File: src/rtl/core/sdrs_pkg.sv
// Shared types and constants for the shortest-seek-first request scheduler.
// No dependencies; sdrs_ctrl, sdrs_dpath and the top level in rtl/core import this package.
`default_nettype none
package sdrs_pkg;

   localparam int TRACK_W = 16;
   localparam int ID_W    = 4;
   localparam int MODE_W  = 2;
   localparam int KIND_W  = 2;
   localparam int CFG_W   = 5;
   localparam int COUNT_W = 5;
   localparam int DATA_W  = 32;
   localparam int PADDR_W = 3;

   localparam logic [MODE_W-1:0] MODE_REQUEST = 2'd0;
   localparam logic [MODE_W-1:0] MODE_FINISH  = 2'd1;

   localparam logic [KIND_W-1:0] KIND_ACCEPT = 2'd0;
   localparam logic [KIND_W-1:0] KIND_REJECT = 2'd1;
   localparam logic [KIND_W-1:0] KIND_SERVED = 2'd2;
   localparam logic [KIND_W-1:0] KIND_NONE   = 2'd3;

   localparam logic REG_MAX_QUEUE      = 1'b0;
   localparam logic REG_NUM_REQUESTERS = 1'b1;

   typedef struct packed {
      logic [MODE_W-1:0]  mode;
      logic [ID_W-1:0]    requester_id;
      logic [TRACK_W-1:0] track;
   } req_type;

   typedef struct packed {
      logic [KIND_W-1:0]  kind;
      logic [TRACK_W-1:0] served_track;
      logic [ID_W-1:0]    served_requester;
      logic [COUNT_W-1:0] queue_count;
      logic               last;
   } rsp_type;

   typedef struct packed {
      logic [TRACK_W-1:0] track;
      logic [ID_W-1:0]    owner;
   } entry_type;

   typedef enum logic [2:0] {
      ST_IDLE,
      ST_RECOUNT,
      ST_UPDATE,
      ST_DECIDE,
      ST_SCAN,
      ST_SERVE,
      ST_SHIFT
   } state_type;

   typedef struct packed {
      logic load;
      logic recount_init;
      logic recount;
      logic update;
      logic report;
      logic scan;
      logic serve;
      logic shift;
   } cmd_type;

   typedef struct packed {
      logic serve;
      logic walk_done;
      logic recount_done;
   } status_type;

endpackage
`default_nettype wire

File: src/rtl/core/sdrs_ram.sv
// Generic single-write, single-read RAM with registered read data.
// Depends on nothing.
`default_nettype none
module sdrs_ram #(
   parameter int WIDTH  = 20,
   parameter int DEPTH  = 16,
   parameter int ADDR_W = (DEPTH > 1) ? $clog2(DEPTH) : 1
) (
   input  wire logic              clock,
   input  wire logic              wr_en,
   input  wire logic [ADDR_W-1:0] wr_addr,
   input  wire logic [WIDTH-1:0]  wr_data,
   input  wire logic [ADDR_W-1:0] rd_addr,
   output logic      [WIDTH-1:0]  rd_data
);

   logic [WIDTH-1:0] mem_ff [DEPTH];
   logic [WIDTH-1:0] rd_data_ff;

   always_ff @(posedge clock) begin
      if (wr_en) begin
         mem_ff[wr_addr] <= wr_data;
      end
      rd_data_ff <= mem_ff[rd_addr];
   end

   assign rd_data = rd_data_ff;

endmodule
`default_nettype wire

File: src/rtl/core/sdrs_ctrl.sv
// Sequencing state machine of the scheduler: issues datapath commands.
// Depends on sdrs_pkg.
`default_nettype none
module sdrs_ctrl (
   input  wire logic                clock,
   input  wire logic                reset,
   input  wire logic                start,
   input  wire logic                nreq_wr,
   input  wire sdrs_pkg::status_type status,
   output sdrs_pkg::cmd_type        cmd,
   output logic                     busy
);
   import sdrs_pkg::*;

   state_type state_ff, state_in;

   always_ff @(posedge clock) begin
      if (reset) begin
         state_ff <= ST_IDLE;
      end else begin
         state_ff <= state_in;
      end
   end

   always_comb begin
      state_in = state_ff;
      case (state_ff)
         ST_IDLE: begin
            if (nreq_wr) begin
               state_in = ST_RECOUNT;
            end else if (start) begin
               state_in = ST_UPDATE;
            end
         end
         ST_RECOUNT: begin
            if (status.recount_done) begin
               state_in = ST_IDLE;
            end
         end
         ST_UPDATE: state_in = ST_DECIDE;
         ST_DECIDE: state_in = status.serve ? ST_SCAN : ST_IDLE;
         ST_SCAN: begin
            if (status.walk_done) begin
               state_in = ST_SERVE;
            end
         end
         ST_SERVE: state_in = ST_SHIFT;
         ST_SHIFT: begin
            if (status.walk_done) begin
               state_in = ST_IDLE;
            end
         end
         default: state_in = ST_IDLE;
      endcase
   end

   always_comb begin
      cmd  = '0;
      busy = 1'b1;
      case (state_ff)
         ST_IDLE: begin
            busy             = 1'b0;
            cmd.recount_init = nreq_wr;
            cmd.load         = start & ~nreq_wr;
         end
         ST_RECOUNT: cmd.recount = 1'b1;
         ST_UPDATE:  cmd.update  = 1'b1;
         ST_DECIDE:  cmd.report  = 1'b1;
         ST_SCAN:    cmd.scan    = 1'b1;
         ST_SERVE:   cmd.serve   = 1'b1;
         ST_SHIFT:   cmd.shift   = 1'b1;
         default:    busy        = 1'b1;
      endcase
   end

endmodule
`default_nettype wire

File: src/rtl/core/sdrs_dpath.sv
// Datapath of the scheduler: queue RAM, requester flags and counters,
// nearest-track scan, queue compaction and result register.
// Depends on sdrs_pkg and sdrs_ram.
`default_nettype none
module sdrs_dpath #(
   parameter int QUEUE_DEPTH    = 16,
   parameter int MAX_REQUESTERS = 16
) (
   input  wire logic                        clock,
   input  wire logic                        reset,
   input  wire sdrs_pkg::cmd_type           cmd,
   input  wire sdrs_pkg::req_type           req_data,
   input  wire logic [sdrs_pkg::COUNT_W-1:0] mq_eff,
   input  wire logic [sdrs_pkg::COUNT_W-1:0] nreq_eff,
   output sdrs_pkg::status_type             status,
   output logic                             rsp_valid,
   output sdrs_pkg::rsp_type                rsp_data
);
   import sdrs_pkg::*;

   localparam int AW  = (QUEUE_DEPTH > 1) ? $clog2(QUEUE_DEPTH) : 1;
   localparam int RIW = (MAX_REQUESTERS > 1) ? $clog2(MAX_REQUESTERS) : 1;
   localparam int EW  = TRACK_W + ID_W;

   // control state
   logic [COUNT_W-1:0]        count_ff, count_in;
   logic [TRACK_W-1:0]        head_ff, head_in;
   logic [MAX_REQUESTERS-1:0] out_ff, out_in;
   logic [MAX_REQUESTERS-1:0] done_ff, done_in;
   logic [COUNT_W-1:0]        fin_ff, fin_in;
   logic [COUNT_W-1:0]        live_ff, live_in;
   logic [COUNT_W-1:0]        rc_ff, rc_in;
   logic [COUNT_W-1:0]        ptr_ff, ptr_in;
   logic [COUNT_W-1:0]        lim_ff, lim_in;
   logic                      rd_valid_ff, rd_valid_in;
   logic                      rsp_valid_ff, rsp_valid_in;

   // payload
   req_type            item_ff, item_in;
   logic               acc_ff, acc_in;
   logic [COUNT_W-1:0] rd_idx_ff, rd_idx_in;
   logic [TRACK_W-1:0] best_ff, best_in;
   logic [COUNT_W-1:0] pos_ff, pos_in;
   entry_type          pick_ff, pick_in;
   rsp_type            rsp_ff, rsp_in;

   logic               ram_wr_en;
   logic [AW-1:0]      ram_wr_addr;
   logic [EW-1:0]      ram_wr_data;
   logic [EW-1:0]      ram_rd_data;
   entry_type          rd_entry;
   entry_type          new_entry;

   logic               id_ok;
   logic [RIW-1:0]     id_idx;
   logic               acc_now;
   logic               serve_now;
   logic [COUNT_W:0]   taken;
   logic [TRACK_W-1:0] seek_len;
   logic [RIW-1:0]     own_idx;
   logic [RIW-1:0]     rc_idx;
   logic               walk;

   sdrs_ram #(
      .WIDTH (EW),
      .DEPTH (QUEUE_DEPTH)
   ) u_queue (
      .clock   (clock),
      .wr_en   (ram_wr_en),
      .wr_addr (ram_wr_addr),
      .wr_data (ram_wr_data),
      .rd_addr (AW'(ptr_ff)),
      .rd_data (ram_rd_data)
   );

   assign rd_entry = entry_type'(ram_rd_data);
   assign id_ok    = {1'b0, item_ff.requester_id} < nreq_eff;
   assign id_idx   = RIW'(item_ff.requester_id);
   assign own_idx  = RIW'(pick_ff.owner);
   assign rc_idx   = RIW'(rc_ff);
   assign walk     = cmd.scan | cmd.shift;
   assign acc_now  = id_ok && !done_ff[id_idx] && !out_ff[id_idx] && (count_ff < mq_eff);

   // requesters either finished or holding an entry; the rest are free and live
   assign taken     = {1'b0, fin_ff} + {1'b0, live_ff};
   assign serve_now = (count_ff != '0) &&
                      !((count_ff < mq_eff) && (fin_ff < nreq_eff) &&
                        (taken < {1'b0, nreq_eff}));

   assign seek_len = (rd_entry.track >= head_ff) ? rd_entry.track - head_ff
                                                 : head_ff - rd_entry.track;

   assign new_entry.track = item_ff.track;
   assign new_entry.owner = item_ff.requester_id;

   assign ram_wr_en   = (cmd.update && (item_ff.mode == MODE_REQUEST) && acc_now) ||
                        (cmd.shift && rd_valid_ff);
   assign ram_wr_addr = cmd.shift ? AW'(rd_idx_ff - 1'b1) : AW'(count_ff);
   assign ram_wr_data = cmd.shift ? ram_rd_data : EW'(new_entry);

   assign status.serve        = serve_now;
   assign status.walk_done    = (ptr_ff == lim_ff) && !rd_valid_ff;
   assign status.recount_done = (rc_ff == nreq_eff);

   always_comb begin
      count_in     = count_ff;
      head_in      = head_ff;
      out_in       = out_ff;
      done_in      = done_ff;
      fin_in       = fin_ff;
      live_in      = live_ff;
      rc_in        = rc_ff;
      ptr_in       = ptr_ff;
      lim_in       = lim_ff;
      rd_valid_in  = 1'b0;
      rd_idx_in    = rd_idx_ff;
      rsp_valid_in = 1'b0;
      item_in      = item_ff;
      acc_in       = acc_ff;
      best_in      = best_ff;
      pos_in       = pos_ff;
      pick_in      = pick_ff;
      rsp_in       = rsp_ff;

      if (cmd.load) begin
         item_in = req_data;
      end

      if (cmd.recount_init) begin
         rc_in   = '0;
         fin_in  = '0;
         live_in = '0;
      end

      if (cmd.recount && (rc_ff < nreq_eff)) begin
         rc_in = rc_ff + 1'b1;
         if (done_ff[rc_idx]) begin
            fin_in = fin_ff + 1'b1;
         end else if (out_ff[rc_idx]) begin
            live_in = live_ff + 1'b1;
         end
      end

      if (cmd.update) begin
         acc_in = 1'b0;
         case (item_ff.mode)
            MODE_REQUEST: begin
               if (acc_now) begin
                  acc_in         = 1'b1;
                  count_in       = count_ff + 1'b1;
                  out_in[id_idx] = 1'b1;
                  live_in        = live_ff + 1'b1;
               end
            end
            MODE_FINISH: begin
               if (id_ok && !done_ff[id_idx]) begin
                  done_in[id_idx] = 1'b1;
                  fin_in          = fin_ff + 1'b1;
                  if (out_ff[id_idx]) begin
                     live_in = live_ff - 1'b1;
                  end
               end
            end
            default: acc_in = 1'b0;
         endcase
      end

      if (cmd.report) begin
         ptr_in = '0;
         lim_in = count_ff;
         rsp_in.served_track     = '0;
         rsp_in.served_requester = '0;
         rsp_in.queue_count      = count_ff;
         if (item_ff.mode == MODE_REQUEST) begin
            rsp_valid_in = 1'b1;
            rsp_in.kind  = acc_ff ? KIND_ACCEPT : KIND_REJECT;
            rsp_in.last  = !serve_now;
         end else if (!serve_now) begin
            rsp_valid_in = 1'b1;
            rsp_in.kind  = KIND_NONE;
            rsp_in.last  = 1'b1;
         end
      end

      // issue one queue read a cycle; the data returns in the next cycle
      if (walk && (ptr_ff < lim_ff)) begin
         ptr_in      = ptr_ff + 1'b1;
         rd_valid_in = 1'b1;
         rd_idx_in   = ptr_ff;
      end

      // strict compare keeps the oldest entry on a tie
      if (cmd.scan && rd_valid_ff) begin
         if ((rd_idx_ff == '0) || (seek_len < best_ff)) begin
            best_in = seek_len;
            pos_in  = rd_idx_ff;
            pick_in = rd_entry;
         end
      end

      if (cmd.serve) begin
         head_in          = pick_ff.track;
         count_in         = count_ff - 1'b1;
         ptr_in           = pos_ff + 1'b1;
         out_in[own_idx]  = 1'b0;
         if (({1'b0, pick_ff.owner} < nreq_eff) && !done_ff[own_idx] && out_ff[own_idx]) begin
            live_in = live_ff - 1'b1;
         end
         rsp_valid_in            = 1'b1;
         rsp_in.kind             = KIND_SERVED;
         rsp_in.served_track     = pick_ff.track;
         rsp_in.served_requester = pick_ff.owner;
         rsp_in.queue_count      = count_ff - 1'b1;
         rsp_in.last             = 1'b1;
      end
   end

   always_ff @(posedge clock) begin
      if (reset) begin
         count_ff     <= '0;
         head_ff      <= '0;
         out_ff       <= '0;
         done_ff      <= '0;
         fin_ff       <= '0;
         live_ff      <= '0;
         rc_ff        <= '0;
         ptr_ff       <= '0;
         lim_ff       <= '0;
         rd_valid_ff  <= 1'b0;
         rsp_valid_ff <= 1'b0;
      end else begin
         count_ff     <= count_in;
         head_ff      <= head_in;
         out_ff       <= out_in;
         done_ff      <= done_in;
         fin_ff       <= fin_in;
         live_ff      <= live_in;
         rc_ff        <= rc_in;
         ptr_ff       <= ptr_in;
         lim_ff       <= lim_in;
         rd_valid_ff  <= rd_valid_in;
         rsp_valid_ff <= rsp_valid_in;
      end
   end

   always_ff @(posedge clock) begin
      item_ff   <= item_in;
      acc_ff    <= acc_in;
      rd_idx_ff <= rd_idx_in;
      best_ff   <= best_in;
      pos_ff    <= pos_in;
      pick_ff   <= pick_in;
      rsp_ff    <= rsp_in;
   end

   assign rsp_valid = rsp_valid_ff;
   assign rsp_data  = rsp_ff;

endmodule
`default_nettype wire

File: src/rtl/core/sstf_disk_request_scheduler.sv
// Top level of the shortest-seek-first disk request scheduler: register port,
// controller and datapath. Depends on sdrs_pkg, sdrs_ctrl, sdrs_dpath, sdrs_ram.
//
// Items are taken with start while busy is low; each one is a request, a finish
// mark or a poll. Results come back on rsp_valid/rsp_data for one cycle each and
// cannot be held off, so the receiver must take every strobe. A request gives an
// accept or reject result and, if service follows, a served result; a finish mark
// or poll gives exactly one result. rsp_data.last marks the final result of an
// item. Without service an item goes through the update and decide states before
// the next possible transfer. With service the queue RAM is read one entry a
// cycle to find the nearest track, then the entries behind the served one are
// moved down one a cycle; both walks go through the single read port of the
// queue memory. Writing num_requesters starts a recount of the requester flags
// that holds busy high, from the write cycle on, until every flag below the
// saturated requester count is counted. Registers sit at byte address 0
// (max_queue) and 4 (num_requesters).
`default_nettype none
module sstf_disk_request_scheduler #(
   parameter int QUEUE_DEPTH    = 16,
   parameter int MAX_REQUESTERS = 16
) (
   input  wire logic                        clock,
   input  wire logic                        reset,
   input  wire logic                        start,
   output logic                             busy,
   input  wire sdrs_pkg::req_type           req_data,
   output logic                             rsp_valid,
   output sdrs_pkg::rsp_type                rsp_data,
   input  wire logic                        psel,
   input  wire logic                        penable,
   input  wire logic                        pwrite,
   input  wire logic [sdrs_pkg::PADDR_W-1:0] paddr,
   input  wire logic [sdrs_pkg::DATA_W-1:0]  pwdata,
   output logic      [sdrs_pkg::DATA_W-1:0]  prdata,
   output logic                             pready
);
   import sdrs_pkg::*;

   localparam int QD_W   = $clog2(QUEUE_DEPTH + 1);
   localparam int NR_W   = $clog2(MAX_REQUESTERS + 1);
   localparam int SATQ_W = (QD_W > CFG_W) ? QD_W : CFG_W;
   localparam int SATR_W = (NR_W > CFG_W) ? NR_W : CFG_W;

   logic [CFG_W-1:0]   mq_cfg_ff, mq_cfg_in;
   logic [CFG_W-1:0]   nreq_cfg_ff, nreq_cfg_in;
   logic [COUNT_W-1:0] mq_eff;
   logic [COUNT_W-1:0] nreq_eff;
   logic               csr_wr;
   logic               nreq_wr;
   logic               ctrl_busy;
   cmd_type            cmd;
   status_type         status;

   // register port: write on the access phase, no wait states
   assign pready  = 1'b1;
   assign csr_wr  = psel & penable & pwrite & pready;
   assign nreq_wr = csr_wr & (paddr[2] == REG_NUM_REQUESTERS);

   always_comb begin
      mq_cfg_in   = mq_cfg_ff;
      nreq_cfg_in = nreq_cfg_ff;
      if (csr_wr) begin
         case (paddr[2])
            REG_MAX_QUEUE:      mq_cfg_in   = pwdata[CFG_W-1:0];
            REG_NUM_REQUESTERS: nreq_cfg_in = pwdata[CFG_W-1:0];
            default:            mq_cfg_in   = mq_cfg_ff;
         endcase
      end
   end

   always_ff @(posedge clock) begin
      if (reset) begin
         mq_cfg_ff   <= CFG_W'(16);
         nreq_cfg_ff <= CFG_W'(16);
      end else begin
         mq_cfg_ff   <= mq_cfg_in;
         nreq_cfg_ff <= nreq_cfg_in;
      end
   end

   always_comb begin
      case (paddr[2])
         REG_MAX_QUEUE:      prdata = DATA_W'(mq_cfg_ff);
         REG_NUM_REQUESTERS: prdata = DATA_W'(nreq_cfg_ff);
         default:            prdata = '0;
      endcase
   end

   // clamp register values to the range the storage supports
   always_comb begin
      if (mq_cfg_ff == '0) begin
         mq_eff = COUNT_W'(1);
      end else if (SATQ_W'(mq_cfg_ff) > SATQ_W'(QUEUE_DEPTH)) begin
         mq_eff = COUNT_W'(QUEUE_DEPTH);
      end else begin
         mq_eff = COUNT_W'(mq_cfg_ff);
      end
      if (nreq_cfg_ff == '0) begin
         nreq_eff = COUNT_W'(1);
      end else if (SATR_W'(nreq_cfg_ff) > SATR_W'(MAX_REQUESTERS)) begin
         nreq_eff = COUNT_W'(MAX_REQUESTERS);
      end else begin
         nreq_eff = COUNT_W'(nreq_cfg_ff);
      end
   end

   // hold off a transfer in the cycle that rewrites the requester count
   assign busy = ctrl_busy | nreq_wr;

   sdrs_ctrl u_ctrl (
      .clock   (clock),
      .reset   (reset),
      .start   (start),
      .nreq_wr (nreq_wr),
      .status  (status),
      .cmd     (cmd),
      .busy    (ctrl_busy)
   );

   sdrs_dpath #(
      .QUEUE_DEPTH    (QUEUE_DEPTH),
      .MAX_REQUESTERS (MAX_REQUESTERS)
   ) u_dpath (
      .clock     (clock),
      .reset     (reset),
      .cmd       (cmd),
      .req_data  (req_data),
      .mq_eff    (mq_eff),
      .nreq_eff  (nreq_eff),
      .status    (status),
      .rsp_valid (rsp_valid),
      .rsp_data  (rsp_data)
   );

   // an accepted item always keeps the block busy in the next cycle
   a_accept_busy: assert property (@(posedge clock) disable iff (reset)
      (start && !busy) |=> busy)
      else $error("block idle right after an item transfer");

   // no two results, of one item or of different items, are in adjacent cycles
   a_result_spacing: assert property (@(posedge clock) disable iff (reset)
      rsp_valid |=> !rsp_valid)
      else $error("results on adjacent cycles");

   // an accepted request leaves the queue non-empty and within its limit
   a_accept_room: assert property (@(posedge clock) disable iff (reset)
      (rsp_valid && (rsp_data.kind == KIND_ACCEPT)) |->
         (rsp_data.queue_count != '0) && (rsp_data.queue_count <= mq_eff))
      else $error("accepted request beyond queue limit");

   // served and nothing-done results always close out their item
   a_final_kinds: assert property (@(posedge clock) disable iff (reset)
      (rsp_valid && ((rsp_data.kind == KIND_SERVED) || (rsp_data.kind == KIND_NONE)))
         |-> rsp_data.last)
      else $error("served or idle result not marked last");

endmodule
`default_nettype wire

File: config.mk
export PLATFORM = sky130hd
export DESIGN_NAME = sstf_disk_request_scheduler
export DESIGN_NICKNAME = d
export VERILOG_FILES = /design/src/rtl/core/sdrs_pkg.sv /design/src/rtl/core/sdrs_ram.sv /design/src/rtl/core/sdrs_ctrl.sv /design/src/rtl/core/sdrs_dpath.sv /design/src/rtl/core/sstf_disk_request_scheduler.sv
export SDC_FILE = /design/constraint.sdc
export NUM_CORES = 1
export LEC_CHECK = 0
export BUFFER_PORTS_ARGS = -buffer_cell sky130_fd_sc_hd__buf_4
export CAP_MARGIN = 20
export CORE_MARGIN = 2
export CORE_UTILIZATION = 61
export DETAILED_ROUTE_END_ITERATION = 10
export PLACE_DENSITY = 0.8
export SETUP_SLACK_MARGIN = 0.3
export SLEW_MARGIN = 20
export SYNTH_ARGS = -nofsm -noshare
export SYNTH_HDL_FRONTEND = slang
export SYNTH_SLANG_ARGS = --single-unit
File: constraint.sdc
create_clock -name clock -period 11 [get_ports clock]
set_input_delay 0.55 -clock clock [delete_from_list [all_inputs] [get_ports clock]]
set_output_delay 0.55 -clock clock [all_outputs]
set_load 0.05 [all_outputs]
### Yosys cells after proc, flatten, opt, wreduce, memory -nomap -nowiden

Memories as Yosys holds them, arrays and structs flattened. A register that Yosys moved wholly into a read port is not among the register bits.
Cells that the tools add are included.

* RAM bits: 320
* register bits: 190
* word-level logic and storage cells: 211
* memories: 1
* bits of input ports: 63
* output and inout bits: 63

* reduce and logical (&&, ||, !) cells: 44
* $lt $le $gt $ge: 16
* add/subtract/negate cells: 12
* multiplexer cells: 84
* eq/ne operators: 14
* bitwise logic cells: 12

Memory list
* u_dpath.u_queue.mem_ff: depth 16, bits a word 20, read ports 1, clocked after memory_dff 1, wr ports 1, line sdrs_ram.sv:17 `logic [WIDTH-1:0] mem_ff [DEPTH];`

Operator list (count)
* two-way mux 5 bit: 29
* two-way mux 16 bit: 5
* one-hot mux 32 bit (2 select lines): 1
* two-way mux 26 bit: 2
* OR 16 bit: 2
* subtractor 16 bit: 2
* adder 5 x 1 -> 5 bit, second input constant: 6
* two-way mux 1 bit: 26
* binary-select mux 1 bit (select 4 bit): 6
* one-hot mux 3 bit (7 select lines): 1
* less-than comparator 5 bit: 4
* two-way mux 20 bit: 1
* two-way mux 3 bit: 6
* logical AND 1 bit: 17
* bitwise AND 16 bit: 1
* >= comparator 16 bit: 1
* less-than comparator 16 bit: 1
* inverter 16 bit: 1
* logical NOT 5 bit: 3
* less-than comparator 4 x 5 -> 1 bit, second input constant: 3
* equality test 5 bit: 2
* greater-than comparator 5 bit, second input constant: 2
* less-than comparator 4 x 5 -> 1 bit: 2
* one-hot mux 5 bit (2 select lines): 1
* other kinds (27): 57

### Longest topological paths before layout

* depth after elaboration: 16
* gate-level depth with buffers: 21
* mapped depth without buffers: 19

### Hierarchy

Synthesis repeated with hierarchy kept, for this count alone.

* cells, all modules: 1732
* area total of the unflattened synthesis: 24273.3 um^2

Modules (own cells, without submodules)
* sdrs_ram: area each 12530.8 um^2, instances 1, seq. area each 10009.6 um^2, cells an instance 533
* sdrs_dpath: area each 10592.7 um^2, instances 1, seq. area each 4484.3 um^2, cells an instance 1060
* sstf_disk_request_scheduler: area each 792.0 um^2, instances 1, seq. area each 200.2 um^2, cells an instance 92
* sdrs_ctrl: area each 357.8 um^2, instances 1, seq. area each 60.1 um^2, cells an instance 47

### Worst setup path after synthesis

Ideal clock, no wire load.

* path kind: flip-flop to flip-flop
* start: register u_dpath.u_queue.rd_data_ff[4] (netlist: u_dpath.u_queue.rd_data[4]) (read register of u_dpath.u_queue.mem_ff)
* end: register u_dpath.best_ff[0], enable pin
* setup slack: 5.970 ns
* clock period less this slack: 5.030 ns
* cell stages (with the launch flop): 21
* arrival: 4.633 ns
* path buffers: 2
* data required time: 10.603 ns
* setup time: 0.397 ns
* cells stage by stage: dfxtp_1 inv_1 ha_1 inv_1 fa_1 a21o_1 a21o_1 a21oi_1 o21ai_0 o31ai_1 buf_2 buf_2 mux2i_1 xnor2_1 ha_1 a21o_1 a21o_1 a21oi_1 o2111ai_1 nor3_1 a211o_1

* cells in the longest elaborated chain, start to end: 5
* elaborated cells between the ends (all ways): 7
* those cells by class: add/sub: 2; order compare: 2; mux: 1; reduce/logical: 2

RTL lines
* from (decl): line sdrs_ram.sv:18 `logic [WIDTH-1:0] rd_data_ff;`
* subtractor 16 bit (tied with other cells): line sdrs_dpath.sv:91 `: head_ff - rd_entry.track;`
* two-way mux 16 bit *: line sdrs_dpath.sv:90 `assign seek_len = (rd_entry.track >= head_ff) ? rd_entry.track - head_ff`
* via u_dpath.seek_len[13]: line sdrs_dpath.sv:59 `logic [TRACK_W-1:0] seek_len;`
* less-than comparator 16 bit *: line sdrs_dpath.sv:194 `if ((rd_idx_ff == '0) || (seek_len < best_ff)) begin`
* logical OR 1 bit *: line sdrs_dpath.sv:194
* AND reduction 2 bit (no source line) *
* to (signal assigned): line sdrs_dpath.sv:250 `best_ff <= best_in;`
* to (decl): line sdrs_dpath.sv:42 `logic [TRACK_W-1:0] best_ff, best_in;`

The timed path passes the listed nets; every way through them passes the cells marked *.
A chain may end at the register's enable or synchronous reset.

### Worst setup path after layout

* start: register u_dpath.u_queue.rd_data_ff[4] (netlist: u_dpath.u_queue.rd_data[4]) (read register of u_dpath.u_queue.mem_ff)
* end: register u_dpath.pick_ff, in the netlist u_dpath.own_idx[1], enable pin

* cells in the longest elaborated chain, start to end: 5
* elaborated cells between the ends (all ways): 7
* those cells by class: add/sub: 2; order compare: 2; mux: 1; reduce/logical: 2

RTL lines
* subtractor 16 bit (tied with other cells): line sdrs_dpath.sv:91
* two-way mux 16 bit *: line sdrs_dpath.sv:90
* via u_dpath.seek_len[13]: line sdrs_dpath.sv:59
* less-than comparator 16 bit *: line sdrs_dpath.sv:194
* logical OR 1 bit *: line sdrs_dpath.sv:194
* AND reduction 2 bit (no source line) *
* to (signal assigned): line sdrs_dpath.sv:252 `pick_ff <= pick_in;`
* to (decl): line sdrs_dpath.sv:44 `entry_type pick_ff, pick_in;`

Marked as above.

==> results.md <==
- Largest net degree at the start of global routing: 94
- Die height: 201.5 um
- Post-Synthesis Cells: 1679
- P&R area growth vs syn: 11.99%
- Fmax: 0.1761 GHz
- H-tree levels: 2
- Detailed Route Iter0 Violations: 1576
- TritonCTS clock tree: built
- CTS Sinks: 530
- Commonest cells after routing, fill and taps aside: edfxtp_1, nand2_1, mux4_2
- Vias in the first global route: 14640
- Crit path capture type: flip-flop
- Routed wl met3: 4525 um
- Critical path data arrival time: 5.89 ns
- Met2 WL: 27720 um
- Metal1 wirelength: 22140 um
- Average routed wire per standard cell: 24.33 um
- R2r worst-path depth: 19
- Setup ws final: 5.321 ns
- Tot GR Track Use: 0.2824
- Row count: 72
- Share of layout cells above drive strength 1: 0.1917
- MaxCap Viol Count: 0
- Via/cell ratio: 6.366
- First-pass GRT wire length: 86300 um
- Reg2reg start: u_dpath.u_queue.rd_data[4]
- Final period util: 0.5162
- CP required: 11.21 ns
- Post-Syn Area: 23790 um^2
- Critical path type: flip-flop to flip-flop
- Placed cells: 2211
- Non-Filler Instances: 2307
- DPL Wire Length: 33760 um
- Num ports: 126
- TritonCTS Buffers: 51
- Routed WL: 56140 um
- R2R Setup Slk: 5.32 ns
- Total core area: 38560 um^2
- Grt total ovfl: 0
- FF-to-FF End: u_dpath.own_idx[1]
- Outcome: complete, no violations
- Initial core utilization: 0.6169
- Post-Syn Area per Cell: 14.17 um^2
- Final setup violation count: 0
- Clock Skew: 0.04111 ns
- Worst-path clk slew: 0.06 ns
- Max rail drop VDD: 0.0001409 V
- Leakage: 9.512 nW
- Commonest non-fill, non-tap cell in the layout: edfxtp_1
- Critical Path Start: u_dpath.u_queue.rd_data[4]
- Min-Delay Path Depth: 1
- Max layer used: met4
- Vias post-DR: 14690
- Area after DPL: 24830 um^2
- Synth Flop Type: edfxtp_1
- Post-synthesis async set-or-reset flop share: 0
- Post-CTS setup buffer count: 0
- Max clock buf depth: 3
- Post-Layout Inst Area: 26640 um^2
- Die outline width: 201.5 um
- Worst-Margin Slew: 1.071 ns
- Routability congestion estimate: 0.8831
- Worst Path Max Fanout: 41
- N_diodes: 0
- Pre-CTS worst setup slack: 5.304 ns
- Post-synthesis register bit count: 530
- Insertion delay to the later sink of the worst-skew pair: 0.63 ns
- Nets: 1902
- Die ar.: 40590 um^2
- Hold_buf cts: 0
- Initial antenna violation count: 0
- Post-synth EDFFs: 414
- CP startpoint kind: flip-flop
- Post-CTS Resized: 0
- Drt pass-1 iters: 6
- Netlist cell types: 78
- Cell Pwr Density: 163.9 nW/um^2
- Syn. warnings: 0
- Fin. max-slew vios: 0
- Routed Antenna Nets: 0
- Hold Crit Class: input pin to flip-flop
- Fin util: 0.6909
- Hold Startpoint: req_data[1]
- Hold endpoint: u_dpath.item_ff[1]
- Setup TNS: 0 ns
- Slew margin rel.: 0.2862
- Share of the yosys chip area belonging to registers: 0.6203
- Final Hold Viols: 0
- RSZ-0062 raised after global routing: no
- Tmin final: 5.679 ns
- DRC: 0
- Clock root buffer: clkbuf_16
- PortBufs: 68
==> stage by stage <==
step           total power [W]  hold WS (ns)
2_1_floorplan         0.002442        0.4044
3_3_place_gp          0.002510        0.4106
3_5_place_dp          0.002520        0.4222
4_1_cts               0.004387       0.07358
5_1_grt               0.004475       0.08758
6_report              0.004367       0.09583
==> layer usage <==
metal / vias to the layer above / GRT usage
met1: 7385 / 0.3842
li1: 6467 / -
met4: 0 / 0.1032
met5: - / 0
met3: 126 / 0.04827
met2: 708 / 0.4639
==> cell type report <==
type / instances / area, um^2
well taps: 518 / 648.1
inverters: 102 / 382.9
fillers: 2481 / 11920
clock inverters: 31 / 436.7
flip-flops and latches: 530 / 14760
clock buffers: 65 / 1370
repair buffers: 100 / 750.7
multi-input cells: 961 / 8287
==> worst max path at each step <==
stage	to	depth (start not counted)
after floorplan	u_dpath.best_ff[0]	20
after global placement	u_dpath.own_idx[0]	19
after detailed placement	u_dpath.own_idx[0]	19
after CTS	u_dpath.own_idx[1]	19
after global routing	u_dpath.own_idx[0]	19
final	u_dpath.own_idx[1]	19
==> critical path, cell delays in order (launching register included) <==
cell and delay (ns):
dfxtp_1 0.32, inv_1 0.10, ha_1 0.15, inv_1 0.08
fa_1 0.44, a21o_1 0.17, a21o_1 0.20, a21oi_1 0.18
o21ai_0 0.16, o31ai_2 0.40, buf_4 0.33, mux2i_1 0.27
xnor2_1 0.18, ha_1 0.30, a21o_1 0.18, a21o_1 0.17
a21oi_1 0.19, o2111ai_1 0.28, nor3_1 0.30, a211o_2 0.84
==> report_power, final <==
part           total, W  switching (W)  internal, W
clock           0.00189       0.000764      0.00112
sequential      0.00222      0.0000264      0.00220
combinational  0.000258       0.000180    0.0000782
==> kinds of logic (layout without fill, tap and decap cells) <==
group                      after synthesis  after routing  synth area share
muxes                                  147            147            0.1245
adders and majority gates               93             93           0.04987
and+or+nand+nor                        347            347           0.07112
DFF                                    530            530            0.6203
other                                    2             28         0.0003157
xor gates and xnor gates                31             31           0.01142
AOI/OAI and AO/OA                      315            315           0.08322
buffers and inverters                  214            298           0.03924
==> sequential cells by signal (all words and copies together) (netlist names), 5 cells and up <==
| register | count |
|---|---|
| u_dpath.live_ff | 5 |
| u_dpath.rsp_data | 28 |
| u_dpath.item_ff | 18 |
| u_dpath.best_ff | 16 |
| u_dpath.u_queue.rd_data | 20 |
| u_dpath.rd_idx_ff | 5 |
| nreq_cfg_ff | 5 |
| mq_cfg_ff | 5 |
| u_dpath.out_ff | 16 |
| u_dpath.head_ff | 16 |
| u_dpath.pick_ff | 16 |
| u_dpath.lim_ff | 5 |
| u_dpath.done_ff | 16 |
| u_dpath.count_ff | 5 |
| u_dpath.rc_ff | 5 |
| u_dpath.pos_ff | 5 |
| u_dpath.fin_ff | 5 |
| u_dpath.u_queue.mem_ff | 320 |
| u_dpath.ptr_ff | 5 |
==> synth_stat cells (16+ instances only) <==
cell      count  area (um^2)
clkbuf_1     68        255.2
nor2_1       87        326.6
a31oi_1      22        137.6
a21oi_1     106        530.5
nor3_1       23        115.1
xnor2_1      20        175.2
ha_1         90         1126
nand3_1      16        80.08
edfxtp_1    414        12430
mux2i_1      18        180.2
nand4_1      16        100.1
o21ai_0      61        305.3
a211oi_1     18        135.1
inv_1       100        375.4
a21o_1       28        210.2
and3_1       16        100.1
buf_4        29        217.7
nand2_1     116        435.4
dfxtp_1     116         2322
mux4_2      114         2567
(Power assumes the default switching activity.)
